**src/rtl/core/tdm_pkg.sv**
```systemverilog
// ----------------------------------------------------------------------------
// tdm_pkg
// Shared types, codes and constants of the task deadline monitor.
// ----------------------------------------------------------------------------
`default_nettype none

package tdm_pkg;

    // Event codes carried in the slave-side tuser.
    localparam logic [2:0] OP_TICK      = 3'd0;
    localparam logic [2:0] OP_RUN_START = 3'd1;
    localparam logic [2:0] OP_RUN_END   = 3'd2;
    localparam logic [2:0] OP_SUSPEND   = 3'd3;
    localparam logic [2:0] OP_RESUME    = 3'd4;
    localparam logic [2:0] OP_TERMINATE = 3'd5;
    localparam logic [2:0] OP_CLEAR     = 3'd6;

    // Task modes.
    localparam logic [1:0] MODE_READY      = 2'd0;
    localparam logic [1:0] MODE_RUNNING    = 2'd1;
    localparam logic [1:0] MODE_SUSPENDED  = 2'd2;
    localparam logic [1:0] MODE_TERMINATED = 2'd3;

    // Configuration register indexes.
    localparam logic [1:0] CFG_BASE_PRIO   = 2'd0;
    localparam logic [1:0] CFG_DEADLINE    = 2'd1;
    localparam logic [1:0] CFG_RECOVERABLE = 2'd2;

    localparam int CFG_IDX_W  = 2;
    localparam int CFG_DATA_W = 16;

    localparam int OP_W    = 3;
    localparam int S_DATA_W = 56;   // 49 payload bits padded to bytes
    localparam int M_DATA_W = 96;   // 91 payload bits padded to bytes

    localparam int PRIO_W    = 7;
    localparam int LIMIT_W   = 16;
    localparam int ELAPSED_W = 17;
    localparam int MISS_W    = 16;
    localparam int RUNS_W    = 32;
    localparam int SUM_W     = 48;
    localparam int MEAN_W    = 32;
    localparam int PROD_W    = PRIO_W + MISS_W;

    localparam logic [PRIO_W-1:0] PRIO_CAP = 7'd99;
    // b*misses*5/100 equals b*misses/20. Products of 2^11 or more give a term
    // above the cap, so only the low 11 bits are divided:
    // floor(n/20) = (n * 3277) >> 16, exact for n below 2^14.
    localparam int                     BOOST_IN_W  = 11;
    localparam int                     BOOST_RCP_W = 12;
    localparam logic [BOOST_RCP_W-1:0] BOOST_RECIP = 12'd3277;
    localparam int                     BOOST_SHIFT = 16;
    // floor(n/5) = (n * 0xCCCD) >> 18, exact for n below 2^18.
    localparam logic [15:0] RECIP5       = 16'hCCCD;
    localparam int          RECIP5_SHIFT = 18;

    typedef struct packed {
        logic load_in;
        logic exec;
        logic mul;
        logic wr_prio;
        logic div_start;
        logic wr_mean;
        logic load_out;
    } t_cmd;

    typedef struct packed {
        logic [OP_W-1:0] op;
        logic            tick_miss;
        logic            runs_nz;
        logic            div_done;
    } t_stat;

    function automatic logic [PRIO_W-1:0] eff_base(input logic [PRIO_W-1:0] b);
        eff_base = (b > PRIO_CAP) ? PRIO_CAP : b;
    endfunction

endpackage

`default_nettype wire

```
**src/rtl/core/tdm_div.sv**
```systemverilog
// ----------------------------------------------------------------------------
// tdm_div
// Restoring divider, 48-bit dividend by 32-bit divisor, one bit per cycle.
// ----------------------------------------------------------------------------
`default_nettype none

module tdm_div (
    input  wire logic                       i_clk,
    input  wire logic                       i_rst_n,
    input  wire logic                       i_start,
    input  wire logic [tdm_pkg::SUM_W-1:0]  i_numer,
    input  wire logic [tdm_pkg::RUNS_W-1:0] i_denom,
    output logic                            o_done,
    output logic [tdm_pkg::SUM_W-1:0]       o_quot
);
    import tdm_pkg::*;

    localparam int CNT_W = $clog2(SUM_W);

    logic             r_busy;
    logic             r_done;
    logic [CNT_W-1:0] r_cnt;
    logic [SUM_W-1:0] r_q;
    logic [RUNS_W-1:0] r_rem;
    logic [RUNS_W-1:0] r_d;

    logic [RUNS_W:0]  rem_sh;
    logic             fits;
    logic [RUNS_W:0]  rem_sub;

    always_comb begin
        rem_sh  = {r_rem, r_q[SUM_W-1]};
        fits    = (rem_sh >= {1'b0, r_d});
        rem_sub = rem_sh - {1'b0, r_d};
    end

    always_ff @(posedge i_clk) begin
        if (!i_rst_n) begin
            r_busy <= 1'b0;
            r_done <= 1'b0;
            r_cnt  <= '0;
        end else begin
            r_done <= 1'b0;
            if (i_start) begin
                r_busy <= 1'b1;
                r_cnt  <= CNT_W'(SUM_W - 1);
            end else if (r_busy) begin
                r_cnt <= r_cnt - 1'b1;
                if (r_cnt == '0) begin
                    r_busy <= 1'b0;
                    r_done <= 1'b1;
                end
            end
        end
    end

    always_ff @(posedge i_clk) begin
        if (i_start) begin
            r_q   <= i_numer;
            r_rem <= '0;
            r_d   <= i_denom;
        end else if (r_busy) begin
            // The remainder stays below the divisor, so it fits in 32 bits.
            r_rem <= fits ? rem_sub[RUNS_W-1:0] : rem_sh[RUNS_W-1:0];
            r_q   <= {r_q[SUM_W-2:0], fits};
        end
    end

    assign o_done = r_done;
    assign o_quot = r_q;

endmodule

`default_nettype wire

```
**src/rtl/core/tdm_dp.sv**
```systemverilog
// ----------------------------------------------------------------------------
// tdm_dp
// Datapath: configuration, task state, statistics and the result register.
// ----------------------------------------------------------------------------
`default_nettype none

module tdm_dp (
    input  wire logic                           i_clk,
    input  wire logic                           i_rst_n,
    input  wire logic                           i_cfg_we,
    input  wire logic [tdm_pkg::CFG_IDX_W-1:0]  i_cfg_idx,
    input  wire logic [tdm_pkg::CFG_DATA_W-1:0] i_cfg_data,
    input  wire logic [tdm_pkg::OP_W-1:0]       i_op,
    input  wire logic [tdm_pkg::S_DATA_W-1:0]   i_data,
    input  wire tdm_pkg::t_cmd                  i_cmd,
    output tdm_pkg::t_stat                      o_stat,
    output logic [tdm_pkg::M_DATA_W-1:0]        o_data
);
    import tdm_pkg::*;

    // Configuration.
    logic [PRIO_W-1:0]  r_base;
    logic [LIMIT_W-1:0] r_limit;
    logic               r_recov;
    logic [LIMIT_W-1:0] r_thr;

    // Task state.
    logic [1:0]           r_mode;
    logic [ELAPSED_W-1:0] r_elapsed;
    logic [MISS_W-1:0]    r_misses;
    logic [RUNS_W-1:0]    r_runs;
    logic [SUM_W-1:0]     r_sum;
    logic [MEAN_W-1:0]    r_mean;
    logic [PRIO_W-1:0]    r_prio;
    logic                 r_miss;

    // Latched input word and intermediate product.
    logic [OP_W-1:0]    r_op;
    logic [LIMIT_W-1:0] r_el_in;
    logic [RUNS_W-1:0]  r_rt;
    logic               r_fail;
    logic [PROD_W-1:0]  r_prod;

    logic [M_DATA_W-1:0] r_out;

    logic [ELAPSED_W:0]   tick_sum;
    logic [ELAPSED_W-1:0] tick_sat;
    logic                 tick_miss;
    logic [SUM_W:0]       sum_ext;
    logic [33:0]          thr_prod;
    logic                 near;
    logic                 div_done;
    logic [SUM_W-1:0]     div_quot;
    logic                 boost_big;
    logic [BOOST_IN_W+BOOST_RCP_W-1:0] boost_prod;
    logic [PRIO_W-1:0]    boost_q;
    logic [PRIO_W:0]      prio_sum;
    logic [PRIO_W-1:0]    prio_new;
    logic [MEAN_W-1:0]    mean_new;

    always_comb begin
        tick_sum  = {1'b0, r_elapsed} + {2'b0, r_el_in};
        tick_sat  = tick_sum[ELAPSED_W] ? '1 : tick_sum[ELAPSED_W-1:0];
        tick_miss = (r_op == OP_TICK) && (r_limit != '0)
                    && (tick_sat > {1'b0, r_limit});
        sum_ext   = {1'b0, r_sum} + {17'b0, r_rt};
        thr_prod  = {r_limit, 2'b00} * RECIP5;
        near      = (r_limit != '0) && (r_elapsed > {1'b0, r_thr});

        boost_big  = (r_prod[PROD_W-1:BOOST_IN_W] != '0);
        boost_prod = r_prod[BOOST_IN_W-1:0] * BOOST_RECIP;
        boost_q    = boost_prod[BOOST_SHIFT+PRIO_W-1:BOOST_SHIFT];
        prio_sum   = {1'b0, eff_base(r_base)} + {1'b0, boost_q};
        if (boost_big || (prio_sum > {1'b0, PRIO_CAP})) begin
            prio_new = PRIO_CAP;
        end else begin
            prio_new = prio_sum[PRIO_W-1:0];
        end
        mean_new = (div_quot[SUM_W-1:MEAN_W] != '0) ? '1 : div_quot[MEAN_W-1:0];
    end

    tdm_div u_div (
        .i_clk   (i_clk),
        .i_rst_n (i_rst_n),
        .i_start (i_cmd.div_start),
        .i_numer (r_sum),
        .i_denom (r_runs),
        .o_done  (div_done),
        .o_quot  (div_quot)
    );

    always_ff @(posedge i_clk) begin
        if (!i_rst_n) begin
            r_base    <= 7'd1;
            r_limit   <= '0;
            r_recov   <= 1'b1;
            r_mode    <= MODE_READY;
            r_elapsed <= '0;
            r_misses  <= '0;
            r_runs    <= '0;
            r_sum     <= '0;
            r_mean    <= '0;
            r_prio    <= 7'd1;
            r_miss    <= 1'b0;
        end else begin
            if (i_cfg_we) begin
                unique case (i_cfg_idx)
                    CFG_BASE_PRIO: begin
                        r_base <= i_cfg_data[PRIO_W-1:0];
                        r_prio <= eff_base(i_cfg_data[PRIO_W-1:0]);
                    end
                    CFG_DEADLINE:    r_limit <= i_cfg_data;
                    CFG_RECOVERABLE: r_recov <= i_cfg_data[0];
                    default: ;
                endcase
            end

            if (i_cmd.exec) begin
                r_miss <= tick_miss;
                unique case (r_op)
                    OP_TICK: begin
                        if (r_limit != '0) begin
                            if (tick_miss) begin
                                r_elapsed <= '0;
                                if (r_misses != '1) begin
                                    r_misses <= r_misses + 1'b1;
                                end
                            end else begin
                                r_elapsed <= tick_sat;
                            end
                        end
                    end
                    OP_RUN_START: begin
                        r_mode    <= MODE_RUNNING;
                        r_runs    <= r_runs + 1'b1;
                        r_elapsed <= '0;
                    end
                    OP_RUN_END: begin
                        r_mode <= (r_fail && !r_recov) ? MODE_TERMINATED : MODE_READY;
                        r_sum  <= sum_ext[SUM_W] ? '1 : sum_ext[SUM_W-1:0];
                    end
                    OP_SUSPEND: begin
                        if (r_mode != MODE_TERMINATED) begin
                            r_mode <= MODE_SUSPENDED;
                        end
                    end
                    OP_RESUME: begin
                        if (r_mode == MODE_SUSPENDED) begin
                            r_mode <= MODE_READY;
                        end
                    end
                    OP_TERMINATE: r_mode <= MODE_TERMINATED;
                    OP_CLEAR: begin
                        r_runs    <= '0;
                        r_misses  <= '0;
                        r_sum     <= '0;
                        r_mean    <= '0;
                        r_elapsed <= '0;
                        r_prio    <= eff_base(r_base);
                    end
                    default: ;
                endcase
            end

            if (i_cmd.wr_prio) begin
                r_prio <= prio_new;
            end
            if (i_cmd.wr_mean) begin
                r_mean <= mean_new;
            end
        end
    end

    always_ff @(posedge i_clk) begin
        r_thr <= thr_prod[RECIP5_SHIFT+LIMIT_W-1:RECIP5_SHIFT];
        if (i_cmd.load_in) begin
            r_op    <= i_op;
            r_el_in <= i_data[15:0];
            r_rt    <= i_data[47:16];
            r_fail  <= i_data[48];
        end
        if (i_cmd.mul) begin
            r_prod <= eff_base(r_base) * r_misses;
        end
        if (i_cmd.load_out) begin
            r_out <= {5'b0, r_mean, r_runs, r_misses, near, r_miss, r_prio, r_mode};
        end
    end

    assign o_stat.op        = r_op;
    assign o_stat.tick_miss = tick_miss;
    assign o_stat.runs_nz   = (r_runs != '0);
    assign o_stat.div_done  = div_done;
    assign o_data           = r_out;

endmodule

`default_nettype wire

```
**src/rtl/core/tdm_ctrl.sv**
```systemverilog
// ----------------------------------------------------------------------------
// tdm_ctrl
// Controller: sequences one event through the datapath and the divider.
// ----------------------------------------------------------------------------
`default_nettype none

module tdm_ctrl (
    input  wire logic           i_clk,
    input  wire logic           i_rst_n,
    input  wire logic           i_in_valid,
    output logic                o_in_ready,
    output logic                o_out_valid,
    input  wire logic           i_out_ready,
    input  wire tdm_pkg::t_stat i_stat,
    output tdm_pkg::t_cmd       o_cmd
);
    import tdm_pkg::*;

    typedef enum logic [2:0] {
        ST_IDLE,
        ST_EXEC,
        ST_MUL,
        ST_BOOST,
        ST_DSTART,
        ST_DWAIT,
        ST_FIN
    } t_state;

    t_state r_state, n_state;
    logic   r_out_vld, n_out_vld;

    always_comb begin
        n_state    = r_state;
        n_out_vld  = r_out_vld && !i_out_ready;
        o_cmd      = '0;

        unique case (r_state)
            ST_IDLE: begin
                if (i_in_valid) begin
                    o_cmd.load_in = 1'b1;
                    n_state       = ST_EXEC;
                end
            end
            ST_EXEC: begin
                o_cmd.exec = 1'b1;
                if (i_stat.op == OP_TICK && i_stat.tick_miss) begin
                    n_state = ST_MUL;
                end else if (i_stat.op == OP_RUN_END && i_stat.runs_nz) begin
                    n_state = ST_DSTART;
                end else begin
                    n_state = ST_FIN;
                end
            end
            ST_MUL: begin
                o_cmd.mul = 1'b1;
                n_state   = ST_BOOST;
            end
            ST_BOOST: begin
                o_cmd.wr_prio = 1'b1;
                n_state       = ST_FIN;
            end
            ST_DSTART: begin
                o_cmd.div_start = 1'b1;
                n_state         = ST_DWAIT;
            end
            ST_DWAIT: begin
                if (i_stat.div_done) begin
                    o_cmd.wr_mean = 1'b1;
                    n_state       = ST_FIN;
                end
            end
            ST_FIN: begin
                // Hold the finished word until the result register is free.
                if (!r_out_vld || i_out_ready) begin
                    o_cmd.load_out = 1'b1;
                    n_out_vld      = 1'b1;
                    n_state        = ST_IDLE;
                end
            end
            default: n_state = ST_IDLE;
        endcase
    end

    always_ff @(posedge i_clk) begin
        if (!i_rst_n) begin
            r_state    <= ST_IDLE;
            r_out_vld  <= 1'b0;
        end else begin
            r_state    <= n_state;
            r_out_vld  <= n_out_vld;
        end
    end

    assign o_in_ready  = (r_state == ST_IDLE);
    assign o_out_valid = r_out_vld;

endmodule

`default_nettype wire

```
**src/rtl/core/task_deadline_monitor.sv**
```systemverilog
// ----------------------------------------------------------------------------
// task_deadline_monitor
// Deadline supervision, run statistics and priority boost for one task.
// ----------------------------------------------------------------------------
//  Channel   Direction  Ports                       Contents
//  s_axis    in         tvalid/tready/tdata/tuser   one event word
//  m_axis    out        tvalid/tready/tdata         one result word per event
//  cfg       in         i_cfg_we/idx/data           base priority, deadline,
//                                                   recoverable flag
//
//  A plain event is executed and its result loaded; a tick that misses its
//  deadline also passes a multiply and a priority write (the boost term
//  b*misses/20 is a reciprocal multiply). A run end with a nonzero run count
//  also waits on the 48-step restoring divider for the mean run time. One
//  event is in work at a time; the next word is taken the cycle after a
//  result is loaded, and a finished word waits while m_axis still holds the
//  previous one. Reset is synchronous and active low.
// ----------------------------------------------------------------------------
`default_nettype none

module task_deadline_monitor (
    input  wire logic                           i_clk,
    input  wire logic                           i_rst_n,
    input  wire logic                           i_cfg_we,
    input  wire logic [tdm_pkg::CFG_IDX_W-1:0]  i_cfg_idx,
    input  wire logic [tdm_pkg::CFG_DATA_W-1:0] i_cfg_data,
    input  wire logic                           s_axis_tvalid,
    output logic                                s_axis_tready,
    // elapsed_ms[15:0], run_time_us[47:16], run_failed[48], zero pad
    input  wire logic [tdm_pkg::S_DATA_W-1:0]   s_axis_tdata,
    // opcode[2:0]
    input  wire logic [tdm_pkg::OP_W-1:0]       s_axis_tuser,
    output logic                                m_axis_tvalid,
    input  wire logic                           m_axis_tready,
    // task_status[1:0], current_priority[8:2], miss_now[9], near_deadline[10],
    // misses_total[26:11], runs_total[58:27], mean_run_time[90:59], zero pad
    output logic [tdm_pkg::M_DATA_W-1:0]        m_axis_tdata
);
    import tdm_pkg::*;

    t_cmd  cmd;
    t_stat stat;

    tdm_ctrl u_ctrl (
        .i_clk       (i_clk),
        .i_rst_n     (i_rst_n),
        .i_in_valid  (s_axis_tvalid),
        .o_in_ready  (s_axis_tready),
        .o_out_valid (m_axis_tvalid),
        .i_out_ready (m_axis_tready),
        .i_stat      (stat),
        .o_cmd       (cmd)
    );

    tdm_dp u_dp (
        .i_clk      (i_clk),
        .i_rst_n    (i_rst_n),
        .i_cfg_we   (i_cfg_we),
        .i_cfg_idx  (i_cfg_idx),
        .i_cfg_data (i_cfg_data),
        .i_op       (s_axis_tuser),
        .i_data     (s_axis_tdata),
        .i_cmd      (cmd),
        .o_stat     (stat),
        .o_data     (m_axis_tdata)
    );

endmodule

`default_nettype wire
```
**config.mk**
```make
export PLATFORM = sky130hd
export DESIGN_NAME = task_deadline_monitor
export DESIGN_NICKNAME = d
export VERILOG_FILES = /design/src/rtl/core/tdm_pkg.sv /design/src/rtl/core/tdm_div.sv /design/src/rtl/core/tdm_dp.sv /design/src/rtl/core/tdm_ctrl.sv /design/src/rtl/core/task_deadline_monitor.sv
export SDC_FILE = /design/constraint.sdc
export NUM_CORES = 2
export LEC_CHECK = 0
export BUFFER_PORTS_ARGS = -buffer_cell sky130_fd_sc_hd__buf_2
export CAP_MARGIN = 20
export CORE_ASPECT_RATIO = 1.5
export CORE_UTILIZATION = 40
export CTS_BUF_LIST = sky130_fd_sc_hd__clkbuf_4
export CTS_CLUSTER_DIAMETER = 80
export DETAILED_ROUTE_END_ITERATION = 6
export PLACE_DENSITY = 0.57
export SYNTH_ARGS = -nofsm -noshare
export SYNTH_HDL_FRONTEND = slang
export SYNTH_SLANG_ARGS = --single-unit
```
**constraint.sdc**
```tcl
create_clock -name i_clk -period 14.5 [get_ports i_clk]
set_clock_uncertainty 0.05 [all_clocks]
set_input_delay 2.9 -clock i_clk [delete_from_list [all_inputs] [get_ports i_clk]]
set_output_delay 2.9 -clock i_clk [all_outputs]
set_load 0.1 [all_outputs]
```
==> results.rst <==
.. list-table::
   :header-rows: 1

   * - Metric
     - Value
   * - Initial Util
     - 0.4054
   * - Terminus of the critical flop-to-flop path
     - u_dp.r_prio[0]
   * - Dominant combinational cell family by area after synthesis
     - adder cells
   * - Clock network fraction of design power
     - 0.296
   * - Combinational cell fraction of total power
     - 0.329
   * - Number of buffer and inverter instances along the worst setup path
     - 4
   * - Average cell area after synthesis
     - between 9 and 10 um2
   * - Number of remaining DRC errors
     - 0
   * - Max FO, Critical Path
     - 5
   * - Count of max-cap constraint violations
     - 0
   * - Width of the die
     - about 240 um
   * - CP Data Required Time
     - 15.26 ns
   * - CTS Root Cell
     - clkbuf_4
   * - Synthesized-area fraction occupied by ao, oa, aoi and oai cells
     - 0.1417
   * - Cell family with the largest share of critical-path delay
     - compound AO/OA/AOI/OAI gates
   * - Crit start category
     - register
   * - Synth Flop Type
     - edfxtp_1
   * - Clk sink count
     - around 490
   * - First-pass GRT wire length
     - 132.8 mm
   * - Maximum frequency from static timing analysis
     - roughly 140 MHz
   * - Hold bufs inserted after CTS
     - 0
   * - Synthesized netlist cell count
     - approximately 3400
   * - Slowest cell on crit path
     - fa_1
   * - Power after layout
     - 4.281 mW
   * - Largest area contributor in the netlist
     - edfxtp_1
   * - Final setup violation count
     - 0
   * - Number of synthesized flops with an enable pin
     - approximately 250
   * - Number of warnings issued by yosys
     - 0
   * - Area growth from synthesis to layout
     - 10.78%
   * - Clock buffers created by TritonCTS
     - about 130
   * - I/O pin count
     - 180
   * - Via total after detailed routing
     - between 20000 and 25000
   * - Adder-cell share of the synthesized area
     - 0.2518
   * - Min Clock Period, post-route
     - between 7 and 8 ns
   * - Setup repair after global routing missed its margin
     - false
   * - Number of rows created at floorplan
     - 128
   * - Max Transition Viols Final
     - 0
   * - Clock slew at reported path FFs
     - around 0.060 ns
   * - Max Root-Sink Buffers
     - 3
   * - Final estimated routing congestion in global placement
     - around 0.84
   * - Hold Path Sink
     - u_dp.o_data[74]
   * - Cell Int Power
     - 2.772 mW
   * - Net total in the final layout
     - ~4300
   * - Top library cells by usage in the layout, fill and taps aside
     - nand2_1 (434), inv_1 (373), ha_1 (369), edfxtp_1 (246), dfxtp_1 (239)
   * - Share of cell area taken by muxes after synthesis
     - 0.002120
   * - Seq cells post-synth
     - slightly below 500
   * - Synth Area in Simple Gates
     - 0.1416
   * - Post-CTS Repair Setup Buffers
     - 0
   * - Largest net degree at the start of global routing
     - between 70 and 80
   * - Endpoint type of the worst setup path
     - register
   * - Transition at the pin with the smallest max-transition slack
     - around 1.0 ns
   * - Detail Placement HPWL
     - just over 60 mm
   * - Largest stage delay on the critical path
     - between 0.5 and 0.6 ns
   * - LEAKAGE
     - 16.40 nW
   * - Number of antenna violations at the first check in global routing
     - 3
   * - Count of endpoints failing hold in the final timing report
     - 0
   * - Clock latency reported for the late side of the worst-skew pair
     - 1.00 ns
   * - Final routed wire length divided by cell count
     - about 17 um
   * - Netlist cell types
     - 93
   * - H-tree lvl count
     - 4
   * - Net switching fraction of the power
     - 0.3524
   * - Starting DRT DRC Count
     - around 1200
   * - Final wirelength
     - between 80 and 90 mm
   * - Flop-to-flop setup slack
     - 7.29 ns
   * - Post-Synth XOR/XNOR Area
     - 0.03445
   * - Part of the power in registers
     - 0.375
   * - Post-Syn Area
     - between 0.03 and 0.04 mm2
   * - Number of I/O port buffers
     - 167
   * - DRT antenna net count
     - 0
   * - Result of the run
     - completed
   * - Reg-to-reg startpoint
     - u_dp.r_prod[2]
   * - Hold Crit Depth
     - 0
   * - Initial DRT Pass Iterations
     - 5
   * - Worst relative slew slack
     - 0.3299
   * - Number of gates resized after CTS
     - 0
   * - Total negative setup slack
     - 0 ns
   * - Total power divided by cell area
     - approximately 120 mW/mm2
   * - Full die area
     - approximately 0.084 mm2
   * - Fraction of final layout cells with drive strength greater than 1
     - 0.1243
   * - Die boundary height
     - around 350 um
   * - TritonCTS clock tree
     - built
   * - Share of synthesized area occupied by flip-flops and latches
     - 0.3683
   * - Min-delay src
     - u_dp.r_mean[15]
   * - Share of the synthesized area in the top cell type
     - 0.2235
   * - Total routing resource utilization after global routing
     - 0.2014
   * - Most common cell after layout, fill and taps aside
     - nand2_1
   * - Critical Path AT
     - approximately 8 ns
   * - Top cells by area, synth
     - edfxtp_1 (22%), dfxtp_1 (14%), ha_1 (14%)
   * - Depth of the worst register-to-register path
     - 26
   * - Ys async rst share
     - 0
   * - Switching power
     - 1.509 mW
   * - Crit Path Class
     - register to register
   * - Hold WC Path Type
     - register to register
   * - Core area
     - ~0.082 mm2
   * - Overall overflow remaining after global route
     - 0
   * - Final critical-path share of the clock period
     - 0.4971
   * - Largest vdd supply drop
     - roughly 0.000084 V
   * - Via count of the first global-routing pass
     - between 20000 and 30000
   * - Fillers
     - 8037
   * - Post-detailed-route via-to-cell ratio
     - approximately 5.2
-- how the worst max path moves through the flow --
stage	endpoint	from	depth (start not counted)	slack, ns
6_report	u_dp.r_prio[0]	u_dp.r_prod[2]	26	7.29
5_1_grt	u_dp.r_prio[0]	u_dp.r_prod[2]	26	6.72
4_1_cts	u_dp.r_prio[0]	u_dp.r_prod[2]	26	7.20
3_5_place_dp	u_dp.r_prio[0]	u_dp.r_prod[2]	26	7.19
3_3_place_gp	u_dp.r_prio[0]	u_dp.r_prod[2]	26	7.30
2_1_floorplan	u_dp.o_data[0]	m_axis_tready	2	6.81
-- metrics by stage --
| stage | hold WS, ns | setup slack [ns] | instances | area (um2) | utilization |
|---|---|---|---|---|---|
| floorplan | 0.3529 | 6.814 | 3422 | 33060 | - |
| global placement | 0.3628 | 7.301 | 4522 | 34840 | 0.4274 |
| detailed placement | 0.3691 | 7.189 | 4523 | 34860 | 0.4277 |
| CTS | 0.3777 | 7.199 | 4764 | 36600 | 0.4490 |
| global route | 0.3830 | 6.718 | 4766 | 36610 | 0.4491 |
| finish | 0.3794 | 7.292 | 4767 | 36610 | 0.4491 |
-- layout make-up --
type | instances | area, um2 | area share
clock buffer | 201 | 1509 | 0.04122
sequential | 485 | 12170 | 0.3325
multi-input combinational | 2430 | 18940 | 0.5173
tap | 1040 | 1301 | 0.03554
inverter | 375 | 1408 | 0.03845
antenna | 3 | 7.507 | 0.0002051
clock inverter | 40 | 229.0 | 0.006254
timing repair buffer | 193 | 1046 | 0.02857
-- sequential cells by signal, summed over array words and instances, names as in the netlist, 17 cells and up --
| name | cells |
|---|---|
| u_dp.u_div.o_quot | 48 |
| u_dp.r_prod | 23 |
| u_dp.r_runs | 32 |
| u_dp.r_elapsed | 17 |
| u_dp.r_mean | 32 |
| u_dp.u_div.r_rem | 32 |
| u_dp.u_div.r_d | 32 |
| u_dp.r_sum | 48 |
| u_dp.r_rt | 32 |
| u_dp.o_data | 91 |
-- power groups by stage --
stage                     Combinational [mW]  Sequential, mW  Clock, mW
final                                   1.41            1.61       1.27
after global routing                    1.62            1.62       1.39
after CTS                               1.43            1.61       1.32
after detailed placement                1.41            1.64          0
after global placement                  1.40            1.64          0
after floorplan                         1.12            1.63          0
-- cell families (layout without fill, tap and decap cells) --
| kind of cell | count (synthesis) | count (layout) |
|---|---|---|
| AO/OA/AOI/OAI | 734 | 734 |
| XOR/XNOR | 130 | 130 |
| adder cells (fa/ha/maj) | 554 | 554 |
| buffers and inverters | 507 | 809 |
| flip-flops | 485 | 485 |
| multiplexers | 7 | 7 |
| other | 1 | 8 |
| AND/OR/NAND/NOR | 1000 | 1000 |
-- cells in the mapped netlist, types with 6 or more instances --
cell / number
and2_1: 51
a21boi_1: 7
inv_1: 374
nor4_1: 15
or2_2: 7
o21a_1: 31
buf_2: 7
a211oi_1: 16
o21ai_1: 14
dfxtp_1: 239
o31ai_1: 9
or4_1: 7
xor2_1: 54
nand3_1: 76
a31oi_1: 24
buf_4: 8
o22ai_1: 9
a21o_1: 56
buf_1: 6
and4_1: 9
fa_1: 185
nor2b_1: 26
edfxtp_1: 246
xnor2_1: 76
a21oi_2: 6
a21boi_0: 65
nand2b_1: 21
nand2_1: 436
clkbuf_1: 105
mux2i_1: 7
ha_1: 369
a21oi_1: 212
nand4_1: 26
nor3_1: 48
or3_1: 30
nor2_1: 173
o21ai_0: 181
nand3b_1: 9
o21bai_1: 13
and3_1: 44
o211ai_1: 16
-- worst reg2reg max path, cell delays in order (launching register included) --
cell and delay [ns]:
edfxtp_1 0.50, ha_1 0.37, ha_1 0.33, inv_1 0.07, fa_1 0.53, inv_1 0.06, fa_1 0.53, inv_1 0.06
fa_1 0.50, inv_1 0.04, ha_1 0.30, a21o_1 0.18, a21o_1 0.16, a2111oi_0 0.44, o41ai_1 0.17, a31o_1 0.27
a31o_2 0.29, a41oi_1 0.31, a21oi_1 0.13, nor2_1 0.13, xnor2_1 0.17, ha_1 0.31, a2111oi_0 0.44, o2111ai_1 0.23
a31o_2 0.31, o22ai_1 0.16, nand2_1 0.07
-- per-layer routing --
metal / track usage / routed length [um] / vias to the layer above
met3: 0.03353 / 3200 / 127
met1: 0.2433 / 35100 / 11950
li1: - / - / 12260
met4: 0.07831 / 2391 / 0
met2: 0.3551 / 41730 / 525
met5: 0 / 0 / -
(Power assumes the default switching activity.)
